**config.mk**
```make
export PLATFORM = sky130hd
export DESIGN_NAME = windowed_pulse_perfusion_stats
export DESIGN_NICKNAME = d
export VERILOG_FILES = /design/src/design/wpps_pkg.sv /design/src/design/windowed_pulse_perfusion_stats.sv /design/src/design/wpps_queue.sv /design/src/design/wpps_div.sv /design/src/design/wpps_front.sv /design/src/design/wpps_back.sv
export SDC_FILE = /design/constraint.sdc
export NUM_CORES = 1
export LEC_CHECK = 0
export BUFFER_PORTS_ARGS = -buffer_cell sky130_fd_sc_hd__buf_2
export CORE_ASPECT_RATIO = 1.25
export CORE_MARGIN = 2
export CORE_UTILIZATION = 47
export CTS_CLUSTER_DIAMETER = 100
export DETAILED_ROUTE_END_ITERATION = 10
export SYNTH_ARGS = -nofsm -noshare
export SYNTH_HDL_FRONTEND = slang
export SYNTH_SLANG_ARGS = --single-unit
```
**constraint.sdc**
```tcl
create_clock -name clk -period 9.25 [get_ports clk]
set_input_delay 0 -clock clk [delete_from_list [all_inputs] [get_ports clk]]
set_output_delay 0 -clock clk [all_outputs]
set_load 0.05 [all_outputs]
```
**src/design/wpps_pkg.sv**
```systemverilog
// Shared types and constants of the windowed perfusion statistics block.
`timescale 1ns / 1ps

package wpps_pkg;

	localparam int unsigned FRACTION_BITS = 8;

	localparam int unsigned SAMPLE_W = 16;
	localparam int unsigned TIME_W   = 32;
	localparam int unsigned SUM_W    = 32;
	localparam int unsigned COUNT_W  = 16;
	localparam int unsigned AVG_W    = 24;
	localparam int unsigned PEAK_W   = 16;
	localparam int unsigned AC_W     = 25;
	localparam int unsigned DC_W     = 27;
	localparam int unsigned PI_W     = 32;

	localparam int unsigned S_DATA_W = 48;
	localparam int unsigned M_DATA_W = 128;
	localparam int unsigned M_USER_W = 2;

	localparam int unsigned USER_VALID_BIT  = 0;
	localparam int unsigned USER_CLOSED_BIT = 1;

	localparam logic [COUNT_W-1:0] MAX_SAMPLES_PER_WINDOW = 16'd65535;
	localparam logic [TIME_W-1:0]  INTERVAL_RESET         = 32'd1000;

	localparam logic [AVG_W-1:0] AVG_MAX  = '1;
	localparam int               AC_MAX   = 33554431;
	localparam int               DC_MAX   = 67108863;
	localparam int               DC_MIN   = -67108864;
	localparam logic [PI_W-1:0]  PI_MAX   = 32'h7FFF_FFFF;
	localparam logic [PI_W-1:0]  PI_SCALE = 32'd100;

	localparam int unsigned QUEUE_DEPTH = 2;

	// One classified request handed from the front to the back.
	typedef struct packed {
		logic               closed;
		logic               latch;
		logic [SUM_W-1:0]   sum;
		logic [COUNT_W-1:0] count;
		logic [PEAK_W-1:0]  peak;
	} cmd_t;

endpackage

```
**src/design/windowed_pulse_perfusion_stats.sv**
```systemverilog
// Top level of the windowed average, peak and perfusion index block.
`timescale 1ns / 1ps

// Channel  Direction  Handshake            Payload
// s_*      in         s_tvalid / s_tready  s_tdata: sample, timestamp_ms
// m_*      out        m_tvalid / m_tready  m_tdata: average, peak, ac, dc, index;
//                                          m_tuser: index_valid, window_closed
// cfg_*    in         cfg_wen              cfg_wdata: window_interval_ms
//
// A sample that stays inside its window, or closes an empty one, has its result
// loaded into the result register once the back part reaches it and that register is free.
// A sample closing a window with samples steps the back through average divide, AC, DC,
// multiply, index divide (skipped for zero DC) and emit, on the one shared divider.
// The front keeps taking samples while the two-entry request queue has room.
// Reset clears window state, latched statistics and the interval (back to 1000 ms).
module windowed_pulse_perfusion_stats #(
	parameter int unsigned FRACTION_BITS = wpps_pkg::FRACTION_BITS
) (
	input  logic                           clk,
	input  logic                           arst_n,
	// Window interval register.
	input  logic                           cfg_wen,
	input  logic [wpps_pkg::TIME_W-1:0]    cfg_wdata,
	// Sample stream.
	input  logic                           s_tvalid,
	output logic                           s_tready,
	input  logic [wpps_pkg::S_DATA_W-1:0]  s_tdata,   // sample[15:0], timestamp_ms[47:16]
	// Result stream.
	output logic                           m_tvalid,
	input  logic                           m_tready,
	output logic [wpps_pkg::M_DATA_W-1:0]  m_tdata,   // window_average[23:0],
	                                                  // window_peak[39:24], ac_part[64:40],
	                                                  // dc_part[91:65],
	                                                  // perfusion_index[123:92], zero[127:124]
	output logic [wpps_pkg::M_USER_W-1:0]  m_tuser    // index_valid[0], window_closed[1]
);
	import wpps_pkg::*;

	// Request path from front to back.
	logic push;
	cmd_t push_cmd;
	logic q_full;
	logic q_valid;
	cmd_t q_head;
	logic pop;

	// Front: tracks the open window, classifies each sample as accumulate,
	// close-empty or close-and-latch, and posts one request per sample.
	wpps_front u_front (
		.clk       (clk),
		.arst_n    (arst_n),
		.cfg_wen   (cfg_wen),
		.cfg_wdata (cfg_wdata),
		.s_tvalid  (s_tvalid),
		.s_tready  (s_tready),
		.s_tdata   (s_tdata),
		.push      (push),
		.push_cmd  (push_cmd),
		.q_full    (q_full)
	);

	// Queue: decouple the front from the divider latency in the back.
	wpps_queue u_queue (
		.clk      (clk),
		.arst_n   (arst_n),
		.push     (push),
		.push_cmd (push_cmd),
		.full     (q_full),
		.pop      (pop),
		.valid    (q_valid),
		.head     (q_head)
	);

	// Back: on a latch request, divide for the average, derive AC and DC and, unless DC is
	// zero, divide again for the index; every request then drives the result register.
	wpps_back #(
		.FRACTION_BITS(FRACTION_BITS)
	) u_back (
		.clk      (clk),
		.arst_n   (arst_n),
		.q_valid  (q_valid),
		.q_head   (q_head),
		.pop      (pop),
		.m_tvalid (m_tvalid),
		.m_tready (m_tready),
		.m_tdata  (m_tdata),
		.m_tuser  (m_tuser)
	);

endmodule

```
**src/design/wpps_queue.sv**
```systemverilog
// Short request queue between the front and the back.
`timescale 1ns / 1ps

module wpps_queue (
	input  logic          clk,
	input  logic          arst_n,
	input  logic          push,
	input  wpps_pkg::cmd_t push_cmd,
	output logic          full,
	input  logic          pop,
	output logic          valid,
	output wpps_pkg::cmd_t head
);
	import wpps_pkg::*;

	localparam int unsigned PTR_W  = (QUEUE_DEPTH > 1) ? $clog2(QUEUE_DEPTH) : 1;
	localparam int unsigned FILL_W = $clog2(QUEUE_DEPTH + 1);

	cmd_t              entry_q [QUEUE_DEPTH];
	logic [PTR_W-1:0]  wr_ptr_q;
	logic [PTR_W-1:0]  rd_ptr_q;
	logic [FILL_W-1:0] fill_q;

	assign full  = (fill_q == FILL_W'(QUEUE_DEPTH));
	assign valid = (fill_q != '0);
	assign head  = entry_q[rd_ptr_q];

	always_ff @(posedge clk or negedge arst_n) begin
		if (!arst_n) begin
			wr_ptr_q <= '0;
			rd_ptr_q <= '0;
			fill_q   <= '0;
		end else begin
			if (push) begin
				wr_ptr_q <= (wr_ptr_q == PTR_W'(QUEUE_DEPTH - 1)) ? '0 : wr_ptr_q + PTR_W'(1);
			end
			if (pop) begin
				rd_ptr_q <= (rd_ptr_q == PTR_W'(QUEUE_DEPTH - 1)) ? '0 : rd_ptr_q + PTR_W'(1);
			end
			if (push && !pop) begin
				fill_q <= fill_q + FILL_W'(1);
			end else if (pop && !push) begin
				fill_q <= fill_q - FILL_W'(1);
			end
		end
	end

	always_ff @(posedge clk) begin
		if (push) begin
			entry_q[wr_ptr_q] <= push_cmd;
		end
	end

endmodule

```
**src/design/wpps_div.sv**
```systemverilog
// Bit-serial restoring divider, one quotient bit per cycle.
`timescale 1ns / 1ps

module wpps_div #(
	parameter int unsigned DW = 40,
	parameter int unsigned VW = 27
) (
	input  logic          clk,
	input  logic          arst_n,
	input  logic          start,
	input  logic [DW-1:0] dividend,
	input  logic [VW-1:0] divisor,
	output logic          done,
	output logic [DW-1:0] quotient
);
	localparam int unsigned CW = $clog2(DW + 1);

	logic          busy_q;
	logic          done_q;
	logic [CW-1:0] cnt_q;
	logic [DW-1:0] quo_q;
	logic [VW-1:0] rem_q;
	logic [VW-1:0] dsr_q;

	logic [VW:0] rem_sh;
	logic        fits;
	logic [VW:0] rem_nx;

	always_comb begin
		rem_sh = {rem_q, quo_q[DW-1]};
		fits   = (rem_sh >= {1'b0, dsr_q});
		rem_nx = fits ? (rem_sh - {1'b0, dsr_q}) : rem_sh;
	end

	assign done     = done_q;
	assign quotient = quo_q;

	always_ff @(posedge clk or negedge arst_n) begin
		if (!arst_n) begin
			busy_q <= 1'b0;
			done_q <= 1'b0;
			cnt_q  <= '0;
		end else begin
			done_q <= !start && busy_q && (cnt_q == CW'(1));
			if (start) begin
				busy_q <= 1'b1;
				cnt_q  <= CW'(DW);
			end else if (busy_q) begin
				cnt_q <= cnt_q - CW'(1);
				if (cnt_q == CW'(1)) begin
					busy_q <= 1'b0;
				end
			end
		end
	end

	always_ff @(posedge clk) begin
		if (start) begin
			quo_q <= dividend;
			rem_q <= '0;
			dsr_q <= divisor;
		end else if (busy_q) begin
			quo_q <= {quo_q[DW-2:0], fits};
			rem_q <= rem_nx[VW-1:0];
		end
	end

endmodule

```
**src/design/wpps_front.sv**
```systemverilog
// Front part: takes samples, keeps the open window and issues requests.
`timescale 1ns / 1ps

module wpps_front (
	input  logic                           clk,
	input  logic                           arst_n,
	input  logic                           cfg_wen,
	input  logic [wpps_pkg::TIME_W-1:0]    cfg_wdata,
	input  logic                           s_tvalid,
	output logic                           s_tready,
	input  logic [wpps_pkg::S_DATA_W-1:0]  s_tdata,
	output logic                           push,
	output wpps_pkg::cmd_t                 push_cmd,
	input  logic                           q_full
);
	import wpps_pkg::*;

	logic [TIME_W-1:0]   interval_q;
	logic [TIME_W-1:0]   win_start_q;
	logic [SUM_W-1:0]    sum_q;
	logic [COUNT_W-1:0]  count_q;
	logic [PEAK_W-1:0]   max_q;

	logic [SAMPLE_W-1:0] sample;
	logic [TIME_W-1:0]   stamp;
	logic [TIME_W-1:0]   elapsed;
	logic                in_win;
	logic                accept;

	always_comb begin
		sample   = s_tdata[SAMPLE_W-1:0];
		stamp    = s_tdata[SAMPLE_W +: TIME_W];
		elapsed  = stamp - win_start_q;
		in_win   = (elapsed <= interval_q);
		s_tready = !q_full;
		accept   = s_tvalid && !q_full;

		push              = accept;
		push_cmd.closed   = !in_win;
		push_cmd.latch    = !in_win && (count_q != '0);
		push_cmd.sum      = sum_q;
		push_cmd.count    = count_q;
		push_cmd.peak     = max_q;
	end

	always_ff @(posedge clk or negedge arst_n) begin
		if (!arst_n) begin
			interval_q  <= INTERVAL_RESET;
			win_start_q <= '0;
			sum_q       <= '0;
			count_q     <= '0;
			max_q       <= '0;
		end else begin
			if (cfg_wen) begin
				interval_q <= cfg_wdata;
			end
			if (accept) begin
				if (in_win) begin
					if (count_q < MAX_SAMPLES_PER_WINDOW) begin
						sum_q   <= sum_q + SUM_W'(sample);
						count_q <= count_q + COUNT_W'(1);
					end
					if (sample > max_q) begin
						max_q <= sample;
					end
				end else begin
					win_start_q <= stamp;
					if (count_q != '0) begin
						sum_q   <= '0;
						count_q <= '0;
						max_q   <= '0;
					end
				end
			end
		end
	end

endmodule

```
**src/design/wpps_back.sv**
```systemverilog
// Back part: latches window statistics and drives the result register.
`timescale 1ns / 1ps

module wpps_back #(
	parameter int unsigned FRACTION_BITS = wpps_pkg::FRACTION_BITS
) (
	input  logic                           clk,
	input  logic                           arst_n,
	input  logic                           q_valid,
	input  wpps_pkg::cmd_t                 q_head,
	output logic                           pop,
	output logic                           m_tvalid,
	input  logic                           m_tready,
	output logic [wpps_pkg::M_DATA_W-1:0]  m_tdata,
	output logic [wpps_pkg::M_USER_W-1:0]  m_tuser
);
	import wpps_pkg::*;

	localparam int unsigned DW = SUM_W + FRACTION_BITS;
	localparam int unsigned AW = 28 + FRACTION_BITS;

	localparam logic signed [AW-1:0] AC_HI = AW'(AC_MAX);
	localparam logic signed [AW-1:0] DC_HI = AW'(DC_MAX);
	localparam logic signed [AW-1:0] DC_LO = AW'(DC_MIN);

	typedef enum logic [2:0] {
		ST_IDLE,
		ST_AVG,
		ST_AC,
		ST_DC,
		ST_MUL,
		ST_PI_LOAD,
		ST_PI,
		ST_EMIT
	} state_t;

	state_t state_q;

	logic [AVG_W-1:0]    avg_q;
	logic [PEAK_W-1:0]   peak_q;
	logic [AC_W-1:0]     ac_q;
	logic [DC_W-1:0]     dc_q;
	logic [PI_W-1:0]     pi_q;
	logic                valid_q;
	logic                closed_q;
	logic                dc_neg_q;
	logic [PI_W-1:0]     num_q;
	logic                div_start_q;
	logic [DW-1:0]       div_dividend_q;
	logic [DC_W-1:0]     div_divisor_q;
	logic                m_tvalid_q;
	logic [M_DATA_W-1:0] m_tdata_q;
	logic [M_USER_W-1:0] m_tuser_q;

	logic                div_done;
	logic [DW-1:0]       div_quo;

	logic                out_free;
	logic                emit;
	logic                div_go;
	logic signed [AW-1:0] peak_w;
	logic signed [AW-1:0] ac_raw;
	logic signed [AW-1:0] dc_raw;
	logic [AC_W-1:0]     ac_clamp;
	logic [DC_W-1:0]     dc_clamp;
	logic [AVG_W-1:0]    avg_sat;
	logic [PI_W-1:0]     pi_mag;
	logic [PI_W-1:0]     pi_val;
	logic [DC_W-1:0]     dc_abs;
	logic [M_DATA_W-1:0] res_data;

	wpps_div #(
		.DW(DW),
		.VW(DC_W)
	) u_div (
		.clk      (clk),
		.arst_n   (arst_n),
		.start    (div_start_q),
		.dividend (div_dividend_q),
		.divisor  (div_divisor_q),
		.done     (div_done),
		.quotient (div_quo)
	);

	always_comb begin
		out_free = !m_tvalid_q || m_tready;
		pop      = (state_q == ST_IDLE) && q_valid && (q_head.latch || out_free);
		emit     = ((state_q == ST_IDLE) && q_valid && !q_head.latch && out_free) ||
			((state_q == ST_EMIT) && out_free);
		div_go   = ((state_q == ST_IDLE) && q_valid && q_head.latch) ||
			(state_q == ST_PI_LOAD);

		peak_w = AW'(peak_q) << FRACTION_BITS;
		ac_raw = (peak_w - AW'(avg_q)) << 1;
		dc_raw = (peak_w - AW'(ac_q)) << 1;

		if (ac_raw < 0) begin
			ac_clamp = '0;
		end else if (ac_raw > AC_HI) begin
			ac_clamp = AC_HI[AC_W-1:0];
		end else begin
			ac_clamp = ac_raw[AC_W-1:0];
		end

		if (dc_raw < DC_LO) begin
			dc_clamp = DC_LO[DC_W-1:0];
		end else if (dc_raw > DC_HI) begin
			dc_clamp = DC_HI[DC_W-1:0];
		end else begin
			dc_clamp = dc_raw[DC_W-1:0];
		end

		avg_sat = (|div_quo[DW-1:AVG_W]) ? AVG_MAX : div_quo[AVG_W-1:0];
		pi_mag  = (|div_quo[DW-1:PI_W-1]) ? PI_MAX : {1'b0, div_quo[PI_W-2:0]};
		pi_val  = dc_neg_q ? (~pi_mag + PI_W'(1)) : pi_mag;
		dc_abs  = dc_q[DC_W-1] ? (~dc_q + DC_W'(1)) : dc_q;

		res_data = M_DATA_W'({pi_q, dc_q, ac_q, peak_q, avg_q});
	end

	assign m_tvalid = m_tvalid_q;
	assign m_tdata  = m_tdata_q;
	assign m_tuser  = m_tuser_q;

	always_ff @(posedge clk or negedge arst_n) begin
		if (!arst_n) begin
			state_q        <= ST_IDLE;
			avg_q          <= '0;
			peak_q         <= '0;
			ac_q           <= '0;
			dc_q           <= '0;
			pi_q           <= '0;
			valid_q        <= 1'b0;
			closed_q       <= 1'b0;
			dc_neg_q       <= 1'b0;
			num_q          <= '0;
			div_start_q    <= 1'b0;
			div_dividend_q <= '0;
			div_divisor_q  <= '0;
			m_tvalid_q     <= 1'b0;
			m_tdata_q      <= '0;
			m_tuser_q      <= '0;
		end else begin
			div_start_q <= div_go;
			if (emit) begin
				m_tvalid_q <= 1'b1;
			end else if (m_tready) begin
				m_tvalid_q <= 1'b0;
			end

			unique case (state_q)
				ST_IDLE: begin
					if (q_valid) begin
						if (q_head.latch) begin
							peak_q         <= q_head.peak;
							closed_q       <= q_head.closed;
							div_dividend_q <= DW'(q_head.sum) << FRACTION_BITS;
							div_divisor_q  <= DC_W'(q_head.count);
							state_q        <= ST_AVG;
						end else if (out_free) begin
							m_tdata_q                  <= res_data;
							m_tuser_q[USER_VALID_BIT]  <= valid_q;
							m_tuser_q[USER_CLOSED_BIT] <= q_head.closed;
						end
					end
				end
				ST_AVG: begin
					if (div_done) begin
						avg_q   <= avg_sat;
						state_q <= ST_AC;
					end
				end
				ST_AC: begin
					ac_q    <= ac_clamp;
					state_q <= ST_DC;
				end
				ST_DC: begin
					dc_q    <= dc_clamp;
					state_q <= ST_MUL;
				end
				ST_MUL: begin
					valid_q       <= (dc_q != '0);
					dc_neg_q      <= dc_q[DC_W-1];
					num_q         <= PI_W'(ac_q) * PI_SCALE;
					div_divisor_q <= dc_abs;
					if (dc_q == '0) begin
						pi_q    <= (ac_q != '0) ? PI_MAX : '0;
						state_q <= ST_EMIT;
					end else begin
						state_q <= ST_PI_LOAD;
					end
				end
				ST_PI_LOAD: begin
					div_dividend_q <= DW'(num_q) << FRACTION_BITS;
					state_q        <= ST_PI;
				end
				ST_PI: begin
					if (div_done) begin
						pi_q    <= pi_val;
						state_q <= ST_EMIT;
					end
				end
				ST_EMIT: begin
					if (out_free) begin
						m_tdata_q                  <= res_data;
						m_tuser_q[USER_VALID_BIT]  <= valid_q;
						m_tuser_q[USER_CLOSED_BIT] <= closed_q;
						state_q                    <= ST_IDLE;
					end
				end
				default: begin
					state_q <= ST_IDLE;
				end
			endcase
		end
	end

endmodule

```
==> Flow_metrics.wiki <==
{| class="wikitable"
! Metric !! Value
|-
| Clock edge transition at the registers on the reported setup and hold paths || 0.07 ns
|-
| Slowest CP cell || or4_1
|-
| Crit. End Element || register
|-
| Worst-case headroom to the max-slew limit || 26.2%
|-
| Synthesized area || 37800 µm²
|-
| Slack of the worst reg-to-reg path || 2.54 ns
|-
| Clock latency on the worst-skew pair || 0.65 ns
|-
| Outcome || finished clean
|-
| Post-DP HPWL || 75200 µm
|-
| Time the worst path needs with I/O delays and setup || 6.71 ns
|-
| Class of the tightest hold or removal check || input pin to register
|-
| Area of the core region || 80000 µm²
|-
| Largest stage delay, worst path || 1.06 ns
|-
| Syn Area/Cell || 10.2 µm²
|-
| Commonest non-fill, non-tap cell in the layout || dfrtp_1
|-
| Reported leakage power || 19.6 nW
|-
| First-pass iteration count of the detailed router || 5
|-
| Switching fraction of total power || 44.6%
|-
| Antenna violations before repair || 6
|-
| Post-detailed-placement cell area || 39900 µm²
|-
| Post-Synthesis Cells || 3705
|-
| Die outline area || 82800 µm²
|-
| Crit path kind || register to register
|-
| Setup crit start kind || register
|-
| Final Hold Viols || 0
|-
| Sum Neg Setup Slack || 0 ns
|-
| Global Route met1 Usage || 32.0%
|-
| Worst hold start || m_tready
|-
| Share of final-layout standard cells stronger than drive strength 1 || 14.3%
|-
| Overall Power || 0.0176 W
|-
| First-pass GRT wire length || 160000 µm
|-
| Part of the power in the clock network || 17.8%
|-
| Final Slew Violations || 0
|-
| Number of enable flip-flop cells after synthesis || 199
|-
| Floorplan row count || 116
|-
| Number of buffers inserted to repair setup after CTS || 0
|-
| Number of ports placed on the die boundary || 217
|-
| Worst clock skew || 0.0272 ns
|-
| Most frequent cells in the layout || dfrtp_1, o21ai_0, nand2_1, inv_1, nor2_1
|-
| Maximum resistive drop on vdd || 180 µV
|-
| P_sw || 0.00785 W
|-
| Via Count || 28000
|-
| Count of buffering cells on the critical path with inverters included || 0
|-
| Depth of the worst register-to-register path || 19
|-
| Count of cell types in the netlist || 80
|-
| Data arrival time of the critical path || 7.22 ns
|-
| Seq/Total Area, Yosys || 49.0%
|-
| Drt wl/cell || 20.2 µm
|-
| Post-synth top area cell || dfrtp_1
|-
| Maximum level of the CTS H-tree || 3
|-
| Capturing point of the worst reg2reg path || u_front.max_q[12]
|-
| Number of global-route vias before repair || 27300
|-
| Routed wire length || 103000 µm
|-
| Net count, final || 4315
|-
| Worst-path maximum fanout || 22
|-
| Clock root buffer || clkbuf_16
|-
| Final antenna-violating net count || 0
|-
| Startpoint of the most critical register-to-register path || u_front.win_start_q[0]
|-
| Setup ws final || 2.54 ns
|-
| Number of fill cells in the layout || 7147
|-
| Family of cells with the greatest summed delay on the critical path || simple AND/OR/NAND/NOR gates
|-
| Clock sinks || 706
|-
| Worst Setup Slack post-DPL || 2.59 ns
|-
| Share of total power in combinational logic || 50.2%
|-
| Final number of setup-violating endpoints || 0
|-
| Share of the synthesized area in the top cell type || 31.3%
|-
| Number of violations reported at the end of detailed-routing iteration 0 || 1794
|-
| Detailed-route DRC error count || 0
|-
| GRT Overall Usage || 25.0%
|-
| Hold_ws || 0.0531 ns
|-
| Maximum Capacitance Violations || 0
|-
| Leading post-synthesis cells by cell area || dfrtp_1, edfxtp_1, ha_1
|-
| GRT Max-Usage Layer || met2
|-
| Transition time at the pin with the least slew margin || 1.10 ns
|-
| Required time at the endpoint of the critical path || 9.76 ns
|-
| Die outline width || 258 µm
|-
| Setup repair after global routing missed its margin || no
|-
| Longest Clk Path Bufs || 3
|-
| Flop pwr share || 32.0%
|-
| Pwr dens || 406 nW/µm²
|-
| Async SR Flop Fraction || 68.0%
|-
| Met2 demand-to-capacity share in global routing || 43.5%
|-
| Average vias per placed instance || 5.51
|-
| Flip-flop and latch count after synthesis || 706
|-
| Ys flop type || dfrtp_1
|-
| Hold Path End || u_back.m_tvalid
|-
| Final cycle utilization of the critical path || 72.6%
|-
| TritonCTS clock tree || built
|-
| Min-Delay Path Depth || 3
|-
| Routability congestion estimate from global placement || 0.890
|-
| Met3 track demand over resource in global routing || 2.97%
|-
| Total clock buffers created by CTS || 75
|-
| List of cells traversed by the critical path || ha_1 -> fa_1 -> nor2b_1 -> o31ai_1 -> a21oi_1 -> o211ai_1 -> a31oi_1 -> o21ai_0 -> a21boi_0 -> nor4_1 -> a311o_1 -> ha_1 -> nand4_1 -> nor4_1 -> nand3_1 -> nand2_1 -> nand2_1 -> or4_1 -> mux2_2
|-
| Internal power || 0.00975 W
|-
| Highest clock rate || 0.149 GHz
|-
| Initial standard-cell utilization of the core || 47.3%
|-
| Count of yosys warnings during synthesis || 0
|-
| Layout-stage area growth over the synthesis result || 14.7%
|-
| Quantity of I/O buffers inserted on ports || 209
|-
| Maximum number of pins on one net before global-route repair || 144
|-
| Vertical extent of the die || 321 µm
|-
| Remaining Overflow, GRT || 0
|-
| Final design instance area without fill || 43400 µm²
|}
-- worst max path at each step --
stage,start,endpoint,cells past startpoint
3_5_place_dp,u_front.win_start_q[0],u_front.max_q[6],19
2_1_floorplan,u_front.win_start_q[0],u_front.sum_q[18],22
3_3_place_gp,u_front.win_start_q[0],u_front.max_q[6],19
5_1_grt,u_front.win_start_q[0],u_front.max_q[12],19
6_report,u_front.win_start_q[0],u_front.max_q[12],19
4_1_cts,u_front.win_start_q[0],u_front.max_q[12],19
-- state kept, by name (all words and copies together), names as in the netlist, 24 cells and up --
| signal | count |
|---|---|
| u_back.ac_q | 24 |
| u_back.avg_q | 24 |
| u_back.dc_q | 25 |
| u_back.div_dividend_q | 32 |
| u_back.div_divisor_q | 27 |
| u_back.m_tdata | 121 |
| u_back.num_q | 29 |
| u_back.pi_q | 32 |
| u_back.u_div.dsr_q | 27 |
| u_back.u_div.quotient | 40 |
| u_back.u_div.rem_q | 27 |
| u_front.interval_q | 32 |
| u_front.sum_q | 32 |
| u_front.win_start_q | 32 |
| u_queue.entry_q | 132 |
-- per-stage QoR --
stage	cells	utilization, %
after CTS	5076	54.3
after floorplan	3712	-
final	5077	54.3
after global routing	5077	54.3
after detailed placement	4849	49.9
after global placement	4849	49.9
-- worst register-to-register path, delay by kind of cell, from the launching register on --
kind,cells,cell delay [ns]
AOI/OAI and AO/OA,7,1.85
and+or+nand+nor,8,3.02
adders and majority gates,3,0.91
DFF,1,0.39
muxes,1,0.40
-- power groups by stage --
stage	registers, W	logic, W	clock network, W
2_1_floorplan	0.00595	0.00602	0
3_3_place_gp	0.00566	0.00872	0
3_5_place_dp	0.00569	0.00881	0
4_1_cts	0.00564	0.00889	0.00320
5_1_grt	0.00577	0.00981	0.00333
6_report	0.00564	0.00883	0.00313
-- metal layers --
layer | vias to the layer above | share of wire, %
met4 | 0 | 3.5
met5 | - | 0
met2 | 600 | 50
met3 | 160 | 3.7
li1 | 13600 | -
met1 | 13600 | 43
-- synth_stat cells, types with 30 or more instances --
master and instances:
o31ai_1 37, xnor2_1 95, o21ai_0 385, nand3_1 56
edfxtp_1 199, or3_1 30, mux2_2 156, mux2i_1 67
clkbuf_1 136, a21o_1 56, ha_1 254, nand4_1 34
nand2_1 370, a31oi_1 37, nor2_1 264, xor2_1 69
dfrtp_1 474, inv_1 278, a21oi_1 207, nor3_1 32
-- timing repair --
action                    4_1_cts  5_1_grt
hold endpoints to repair      178        0
hold buffers                   89        0
resized for setup               0        0
-- layout make-up --
type / count / area (µm²) / share of cell area, %
Antenna cell: 1 / 2.50 / 0.00577
Clock buffer: 96 / 2040 / 4.69
Clock inverter: 42 / 533 / 1.23
Inverter: 278 / 1040 / 2.40
Multi-Input combinational cell: 2561 / 17700 / 40.8
Sequential cell: 706 / 18500 / 42.7
Tap cell: 1062 / 1330 / 3.06
Timing Repair Buffer: 331 / 2220 / 5.13
-- logic make-up after synthesis --
family,Yosys count,synth area share (%)
buffers and inverters,445,4.53
xor gates and xnor gates,164,3.80
adders and majority gates,277,9.62
AOI/OAI and AO/OA,949,15.3
DFF,706,49.0
other,2,0.0198
and+or+nand+nor,939,11.3
muxes,223,6.42
Note: power is estimated with default switching activity, not from simulation.
